<file path="config.mk">
export PLATFORM = sky130hd
export DESIGN_NAME = integer_to_ascii_formatter
export DESIGN_NICKNAME = d
export VERILOG_FILES = /design/src/rtl/itaf_pkg.sv /design/src/rtl/itaf_front.sv /design/src/rtl/itaf_back.sv /design/src/rtl/integer_to_ascii_formatter.sv
export SDC_FILE = /design/constraint.sdc
export NUM_CORES = 1
export LEC_CHECK = 0
export ABC_AREA = 1
export BUFFER_PORTS_ARGS = -buffer_cell sky130_fd_sc_hd__buf_2
export CAP_MARGIN = 40
export CORE_MARGIN = 4
export CORE_UTILIZATION = 48
export DETAILED_ROUTE_END_ITERATION = 7
export GPL_ROUTABILITY_DRIVEN = 0
export PLACE_DENSITY = 0.6
export SYNTH_ARGS = -nofsm -noshare
export SYNTH_HDL_FRONTEND = slang
export SYNTH_SLANG_ARGS = --single-unit
</file>
<file path="constraint.sdc">
create_clock -name clk -period 14.8 [get_ports clk]
set_input_delay 1.48 -clock clk [delete_from_list [all_inputs] [get_ports clk]]
set_output_delay 1.48 -clock clk [all_outputs]
set_load 0.05 [all_outputs]
</file>
<file path="src/rtl/itaf_pkg.sv">
// Package for the integer-to-ASCII formatter.
// Holds the op codes, the command passed from the front to the back,
// the character constants and the decimal digit step. It has no dependencies.
package itaf_pkg;

  // Conversion kinds as carried by the op field of an input item.
  typedef enum logic [2:0] {
    OP_LIT  = 3'd0,
    OP_SDEC = 3'd1,
    OP_OCT  = 3'd2,
    OP_UDEC = 3'd3,
    OP_HEXU = 3'd4,
    OP_CHAR = 3'd5,
    OP_PTR  = 3'd6,
    OP_UNK  = 3'd7
  } op_t;

  // Radix and letter case used by the digit sequencer.
  typedef enum logic [1:0] {
    K_DEC  = 2'd0,
    K_OCT  = 2'd1,
    K_HEXU = 2'd2,
    K_HEXL = 2'd3
  } kind_t;

  // States of the back-end sequencer.
  typedef enum logic [1:0] {
    BK_IDLE = 2'd0,
    BK_PRE  = 2'd1,
    BK_NUM  = 2'd2
  } back_state_t;

  // One classified item: up to two prefix characters, then an optional number.
  // For octal and hex the number is left aligned so the next digit is on top.
  typedef struct packed {
    logic [1:0]  pre_cnt;
    logic [7:0]  pre0;
    logic [7:0]  pre1;
    logic        has_num;
    kind_t       kind;
    logic [63:0] num;
    logic [3:0]  top_pos;
  } cmd_t;

  // Result of one decimal digit step.
  typedef struct packed {
    logic [3:0]  digit;
    logic [31:0] rem;
  } dec_step_t;

  localparam logic [7:0] CH_ZERO  = 8'h30;
  localparam logic [7:0] CH_X     = 8'h78;
  localparam logic [7:0] CH_MINUS = 8'h2D;
  localparam logic [7:0] CH_PCT   = 8'h25;
  localparam logic [7:0] CH_UA    = 8'h41;
  localparam logic [7:0] CH_LA    = 8'h61;

  localparam int          DEC_POS  = 10;
  localparam logic [3:0]  DEC_TOP  = 4'd9;
  localparam logic [3:0]  OCT_TOP  = 4'd10;
  localparam logic [3:0]  HEX32_TOP = 4'd7;
  localparam logic [3:0]  HEX64_TOP = 4'd15;

  localparam logic [35:0] POW10 [DEC_POS] = '{
    36'd1, 36'd10, 36'd100, 36'd1000, 36'd10000, 36'd100000,
    36'd1000000, 36'd10000000, 36'd100000000, 36'd1000000000
  };

  // Finds the decimal digit at position pos by comparing the remainder
  // against all nine multiples of that power of ten in parallel.
  function automatic dec_step_t dec_step(input logic [31:0] rem, input logic [3:0] pos);
    dec_step_t  res;
    logic [3:0] idx;
    logic [35:0] sub;
    logic [35:0] mult;
    idx = (pos > DEC_TOP) ? 4'd0 : pos;
    res.digit = 4'd0;
    sub = 36'd0;
    for (int k = 1; k < 10; k++) begin
      mult = 36'(k) * POW10[idx];
      if ({4'd0, rem} >= mult) begin
        res.digit = 4'(k);
        sub = mult;
      end
    end
    res.rem = rem - sub[31:0];
    return res;
  endfunction

  // Turns a digit value into its ASCII character.
  function automatic logic [7:0] digit_char(input logic [3:0] d, input logic [7:0] letter);
    logic [7:0] c;
    if (d < 4'd10) begin
      c = CH_ZERO + {4'd0, d};
    end else begin
      c = letter + {4'd0, d} - 8'd10;
    end
    return c;
  endfunction

endpackage

</file>
<file path="src/rtl/itaf_front.sv">
// Front end of the integer-to-ASCII formatter: accepts items, classifies
// them into prefix characters and a number to convert, and queues the result.
// Depends on itaf_pkg.
module itaf_front (
  input  logic            clk,
  input  logic            rst,
  input  logic            push,
  output logic            full,
  input  logic [2:0]      op,
  input  logic [63:0]     value,
  output logic            cmd_valid,
  output itaf_pkg::cmd_t  cmd,
  input  logic            cmd_pop
);
  import itaf_pkg::*;

  cmd_t       q [2];
  logic       wp;
  logic       rp;
  logic [1:0] cnt;
  cmd_t       cls;
  logic [31:0] w;
  logic [31:0] mag;
  logic       wr_en;
  logic       rd_en;

  // Classify the incoming item.
  always_comb begin
    w = value[31:0];
    mag = w;
    cls.pre_cnt = 2'd0;
    cls.pre0 = 8'd0;
    cls.pre1 = 8'd0;
    cls.has_num = 1'b0;
    cls.kind = K_DEC;
    cls.num = 64'd0;
    cls.top_pos = 4'd0;
    case (op_t'(op))
      OP_LIT, OP_CHAR: begin
        cls.pre_cnt = 2'd1;
        cls.pre0 = value[7:0];
      end
      OP_SDEC: begin
        if (w[31]) begin
          cls.pre_cnt = 2'd1;
          cls.pre0 = CH_MINUS;
          mag = ~w + 32'd1;
        end
        cls.has_num = 1'b1;
        cls.num = {32'd0, mag};
        cls.top_pos = DEC_TOP;
      end
      OP_UDEC: begin
        cls.has_num = 1'b1;
        cls.num = {32'd0, w};
        cls.top_pos = DEC_TOP;
      end
      OP_OCT: begin
        cls.has_num = 1'b1;
        cls.kind = K_OCT;
        cls.num = {1'b0, w, 31'd0};
        cls.top_pos = OCT_TOP;
      end
      OP_HEXU: begin
        cls.has_num = 1'b1;
        cls.kind = K_HEXU;
        cls.num = {w, 32'd0};
        cls.top_pos = HEX32_TOP;
      end
      OP_PTR: begin
        cls.pre_cnt = 2'd2;
        cls.pre0 = CH_ZERO;
        cls.pre1 = CH_X;
        cls.has_num = 1'b1;
        cls.kind = K_HEXL;
        cls.num = value;
        cls.top_pos = HEX64_TOP;
      end
      default: begin
        cls.pre_cnt = 2'd2;
        cls.pre0 = CH_PCT;
        cls.pre1 = value[7:0];
      end
    endcase
  end

  // Two-entry command queue between front and back.
  assign full = (cnt == 2'd2);
  assign cmd_valid = (cnt != 2'd0);
  assign cmd = q[rp];
  assign wr_en = push && !full;
  assign rd_en = cmd_pop && cmd_valid;

  always_ff @(posedge clk) begin
    if (rst) begin
      wp <= 1'b0;
      rp <= 1'b0;
      cnt <= 2'd0;
    end else begin
      if (wr_en) begin
        wp <= ~wp;
      end
      if (rd_en) begin
        rp <= ~rp;
      end
      cnt <= cnt + {1'b0, wr_en} - {1'b0, rd_en};
    end
  end

  always_ff @(posedge clk) begin
    if (wr_en) begin
      q[wp] <= cls;
    end
  end

endmodule

</file>
<file path="src/rtl/itaf_back.sv">
// Back end of the integer-to-ASCII formatter: walks the prefix characters and
// the digit positions of one command and feeds a two-entry output queue.
// Depends on itaf_pkg.
module itaf_back (
  input  logic            clk,
  input  logic            rst,
  input  logic            cmd_valid,
  input  itaf_pkg::cmd_t  cmd,
  output logic            cmd_pop,
  output logic            empty,
  input  logic            pop,
  output logic [7:0]      char_out,
  output logic            last
);
  import itaf_pkg::*;

  back_state_t state;
  back_state_t state_next;
  logic [1:0]  pre_cnt;
  logic [7:0]  pre0;
  logic [7:0]  pre1;
  logic        has_num;
  kind_t       kind;
  logic [63:0] num;
  logic [3:0]  pos;
  logic        started;

  logic [7:0]  oq_char [2];
  logic        oq_last [2];
  logic        owp;
  logic        orp;
  logic [1:0]  ocnt;
  logic        oq_room;
  logic        wr_en;
  logic [7:0]  wr_char;
  logic        wr_last;
  logic        rd_en;

  dec_step_t   dstep;
  logic [3:0]  digit;
  logic [7:0]  letter;
  logic        emit_num;
  logic        load;
  logic        pre_step;
  logic        num_step;

  // Digit at the current position for the active radix.
  always_comb begin
    dstep = dec_step(num[31:0], pos);
    letter = (kind == K_HEXL) ? CH_LA : CH_UA;
    case (kind)
      K_DEC:         digit = dstep.digit;
      K_OCT:         digit = {1'b0, num[63:61]};
      K_HEXU, K_HEXL: digit = num[63:60];
      default:       digit = 4'd0;
    endcase
    emit_num = (digit != 4'd0) || started || (pos == 4'd0);
  end

  // Sequencer next state and queue write.
  always_comb begin
    state_next = state;
    cmd_pop = 1'b0;
    load = 1'b0;
    pre_step = 1'b0;
    num_step = 1'b0;
    wr_en = 1'b0;
    wr_char = pre0;
    wr_last = 1'b0;
    case (state)
      BK_IDLE: begin
        if (cmd_valid) begin
          cmd_pop = 1'b1;
          load = 1'b1;
          state_next = (cmd.pre_cnt != 2'd0) ? BK_PRE : BK_NUM;
        end
      end
      BK_PRE: begin
        if (oq_room) begin
          pre_step = 1'b1;
          wr_en = 1'b1;
          wr_char = pre0;
          wr_last = (pre_cnt == 2'd1) && !has_num;
          if (pre_cnt == 2'd1) begin
            state_next = has_num ? BK_NUM : BK_IDLE;
          end
        end
      end
      BK_NUM: begin
        if (!emit_num || oq_room) begin
          num_step = 1'b1;
          wr_en = emit_num;
          wr_char = digit_char(digit, letter);
          wr_last = (pos == 4'd0);
          if (pos == 4'd0) begin
            state_next = BK_IDLE;
          end
        end
      end
      default: begin
        state_next = BK_IDLE;
      end
    endcase
  end

  always_ff @(posedge clk) begin
    if (rst) begin
      state <= BK_IDLE;
    end else begin
      state <= state_next;
    end
  end

  // Working registers of the command in progress.
  always_ff @(posedge clk) begin
    if (load) begin
      pre_cnt <= cmd.pre_cnt;
      pre0 <= cmd.pre0;
      pre1 <= cmd.pre1;
      has_num <= cmd.has_num;
      kind <= cmd.kind;
      num <= cmd.num;
      pos <= cmd.top_pos;
      started <= 1'b0;
    end else if (pre_step) begin
      pre0 <= pre1;
      pre_cnt <= pre_cnt - 2'd1;
    end else if (num_step) begin
      if (emit_num) begin
        started <= 1'b1;
      end
      pos <= pos - 4'd1;
      case (kind)
        K_DEC:   num <= {32'd0, dstep.rem};
        K_OCT:   num <= {num[60:0], 3'd0};
        default: num <= {num[59:0], 4'd0};
      endcase
    end
  end

  // Two-entry output queue that decouples the sequencer from the receiver.
  assign oq_room = (ocnt != 2'd2);
  assign empty = (ocnt == 2'd0);
  assign rd_en = pop && !empty;
  assign char_out = oq_char[orp];
  assign last = oq_last[orp];

  always_ff @(posedge clk) begin
    if (rst) begin
      owp <= 1'b0;
      orp <= 1'b0;
      ocnt <= 2'd0;
    end else begin
      if (wr_en) begin
        owp <= ~owp;
      end
      if (rd_en) begin
        orp <= ~orp;
      end
      ocnt <= ocnt + {1'b0, wr_en} - {1'b0, rd_en};
    end
  end

  always_ff @(posedge clk) begin
    if (wr_en) begin
      oq_char[owp] <= wr_char;
      oq_last[owp] <= wr_last;
    end
  end

endmodule

</file>
<file path="src/rtl/integer_to_ascii_formatter.sv">
// Top level of the integer-to-ASCII formatter.
// Instantiates itaf_front and itaf_back; depends on itaf_pkg.
//
// Usage: both sides look like a queue. An item (op, value) is accepted on a
// rising edge with push high and full low. Its characters come out most
// significant first on char_out, with last set on the final one; a character
// is taken on a rising edge with pop high and empty low.
// The front classifies each item into prefix characters and a number and
// queues it (two entries). The back walks one digit position per cycle unless
// a digit waits for room in the full output queue: 10 positions for decimal,
// 11 for octal, 8 for hex, 16 for a pointer. Leading zero positions are
// stepped over without output. For each item the back loads the command, then
// writes each prefix character, then steps through each digit position.
// The first character passes through the command queue, the working
// registers and the output queue, and skipped zeros delay it further.
// Reset clears both queues and the sequencer; any item in flight is dropped.
// When the receiver stalls, the two-entry output queue fills, the sequencer
// holds, and the command queue then fills and raises full.
module integer_to_ascii_formatter (
  input  logic        clk,
  input  logic        rst,
  input  logic        push,
  output logic        full,
  input  logic [2:0]  op,
  input  logic [63:0] value,
  output logic        empty,
  input  logic        pop,
  output logic [7:0]  char_out,
  output logic        last
);
  import itaf_pkg::*;

  cmd_t cmd;
  logic cmd_valid;
  logic cmd_pop;

  itaf_front u_front (
    .clk       (clk),
    .rst       (rst),
    .push      (push),
    .full      (full),
    .op        (op),
    .value     (value),
    .cmd_valid (cmd_valid),
    .cmd       (cmd),
    .cmd_pop   (cmd_pop)
  );

  itaf_back u_back (
    .clk       (clk),
    .rst       (rst),
    .cmd_valid (cmd_valid),
    .cmd       (cmd),
    .cmd_pop   (cmd_pop),
    .empty     (empty),
    .pop       (pop),
    .char_out  (char_out),
    .last      (last)
  );

  // The back only takes a command that the front is offering.
  a_pop_valid: assert property (@(posedge clk) disable iff (rst) cmd_pop |-> cmd_valid)
    else $error("command taken from an empty queue");

  // Reset leaves no character waiting.
  a_rst_empty: assert property (@(posedge clk) $past(rst) |-> empty)
    else $error("result queue not empty after reset");

  // Reset leaves room for a new item.
  a_rst_full: assert property (@(posedge clk) $past(rst) |-> !full)
    else $error("command queue full after reset");

endmodule

</file>
==> reports/results.txt <==
Status - complete, no violations
Adder and majority cell fraction of the synthesized area - 0.190
Crit Path Max Fanout - 32
Tmin final - 11.56 ns
1st-pass router iterations - 7
Post-Route Skew - 0.0298 ns
# hold bufs at CTS - 0
Largest family of logic cells by synthesized area - simple AND/OR/NAND/NOR gates
GRT met2 Usage - 0.492
Grt peak-use layer - met2
Max-cap violations - 0
Total placed cells including tap cells - 4,203
Vias in the first global route - 25,300
Rows - 87
Share of layout cells above drive strength 1 - 0.0821
Setup CP Type - reg2reg
CTS H-tree lvls - 1
Grt met1 use - 0.384
Reg clk slew, reported paths - 0.07 ns
Via density per instance - 6.08
Final Non-Filler Cells - 4,252
Met3 Usage GRT - 0.0344
Antenna violations before repair - 0
Root buffer selected by CTS - clkbuf_16
Antenna Nets Post-Route - 0
Post-Syn Instances - 3,426
Commonest non-fill, non-tap cells in the layout - 749 x nand2_1, 391 x ha_1, 366 x a21oi_1, 346 x inv_1, 283 x edfxtp_1
RSZ-0062 raised after global routing - no
CTS buffer count - 27
Final Hold Violating Endpoints - 0
Dpl hpwl - 71,000 um
Postcts setup bufs - 0
Min-Delay Path Class - reg2reg
Pin count of the biggest net entering global routing - 91
Post-synth ARST share - 0
Leading area contributor after synthesis - edfxtp_1
Synth Area in Compound Gates - 0.193
Clock Path Buffers - 3
EDFF count, synth - 283
Via Count - 25,800
Synth Warn # - 0
Synthesized area per cell - 8.00 um^2
Iter 0 DRT Violations - 2,599
Post-route setup TNS - 0 ns
CTS tree - done
CP endpoint kind - register
Gr usage total - 0.300
Clock latency on the worst-skew pair - 0.57 ns
Dominant synthesized flop cell - edfxtp_1
Critical path launch point type - register
Mapped Area - 27,400 um^2
Chip Height - 247 um
Final worst-path cycle share - 0.781
Slowest cell on the critical path - inv_2
CTS sink count - 296
Synth Register Bits - 296
Max-slew violation count - 0
DP Worst Slack - 3.71 ns
Netlist cell types - 75
Cts repair resizes - 0
Crit path buffers/inverters - 8
Worst EP required - 15.10 ns
Hold wc startpoint - u_front.rp
Die ar. - 61,000 um^2
WL/cell - 22.0 um
Commonest non-fill, non-tap cell in the layout - nand2_1
Number of inserted diodes - 0
Post-Synth XOR/XNOR Area - 0.0275
FMAX - 86.5 MHz
Initial core utilization - 0.485
Seq/Total Area, Yosys - 0.319
# port buffers - 81
Top-area cell type share of the netlist area - 0.310
# setup viols final - 0
Worst path max stage delay - 0.58 ns
CP delay by family, top - compound AO/OA/AOI/OAI gates
Core area - 56,500 um^2
Worst slew pin tran - 1.03 ns
Final setup margin - 3.24 ns
Grt total ovfl - 0
Worst slew margin - 0.309
Final WL - 93,600 um
Critical Path Source - u_back.pos[0]
Simple-gate share of the synthesized area - 0.196
Synth area leaders - edfxtp_1 31%, ha_1 18%, nand2_1 10%
Layout area overhead - 8.68%
Die X - 247 um
Final nets - 3,954
Reg-to-Reg Start - u_back.pos[0]
Mux share of post-synthesis cell area - 0.00516
Arr. time, crit path - 11.86 ns
# IOs - 82
First-pass GRT wire length - 144,000 um
DR DRC count - 0
==> path summary, 6_finish.rpt <==
kind                                  endpoint  slack [ns]  depth (start not counted)
worst max-delay path            u_back.num[27]        3.24                         47
worst min-delay path                  register        0.45                          1
worst max register to register  u_back.num[27]        3.24                         47
worst min register to register        register        0.45                          1
==> Yosys cell counts, drive strengths merged (9+ instances only) <==
cell and number:
nand2 767, ha 391, a21oi 367, inv 366, edfxtp 283, nor2 203
o21ai 198, nand3 110, clkbuf 100, a31oi 79, xor2 67, nand4 61
nor3 44, a221oi 39, o221ai 39, o22ai 36, or2 31, buf 21
o211ai 20, nor4 19, xnor2 19, fa 16, o21a 16, dfxtp 13
a21boi 12, o31ai 12, o32ai 11, mux2 9
==> cells by family (layout without fill, tap and decap cells) <==
family	after synthesis	count (layout)
and+or+nand+nor	1246	1246
AOI/OAI and AO/OA	886	886
buffers and inverters	491	557
adders and majority gates	407	407
DFF	296	296
xor gates and xnor gates	86	86
muxes	13	13
other	1	5
==> per-stage QoR <==
step	util	instance area [um^2]	hold WS (ns)
final	0.528	29800	0.451
after detailed placement	0.512	29000	0.439
after global placement	0.507	28700	0.433
after floorplan	-	27400	0.422
after global routing	0.528	29800	0.484
after CTS	0.528	29800	0.449
==> final cells by class <==
class	instances	area [um^2]
inverter	370	1400
tap	756	946
multi-input combinational	2643	16800
fill	5296	26700
clock inverter	19	166
clock buffer	30	687
timing repair buffer	138	1010
sequential	296	8760
==> routing by layer <==
metal	routed length [um]	vias up	share of wire
met5	0	-	0
met4	6400	0	0.068
met3	6700	280	0.072
met2	42500	1181	0.45
met1	38000	12100	0.41
li1	-	12300	-
==> sequential cells by signal, summed over array words and instances (netlist names), 2 cells and up, named ones only <==
| register | cells |
|---|---|
| u_back.pos | 4 |
| u_back.state | 2 |
| u_front.q | 176 |
| u_back.oq_last | 2 |
| u_back.num | 64 |
| u_back.kind | 2 |
| u_back.pre_cnt | 2 |
| u_back.pre0 | 8 |
| u_back.oq_char | 16 |
| u_front.cnt | 2 |
| u_back.ocnt | 2 |
| u_back.pre1 | 8 |
Power is left out: the tool's default activity adds up to more than one toggle a clock period on the data nets, which glitch-free logic cannot reach.
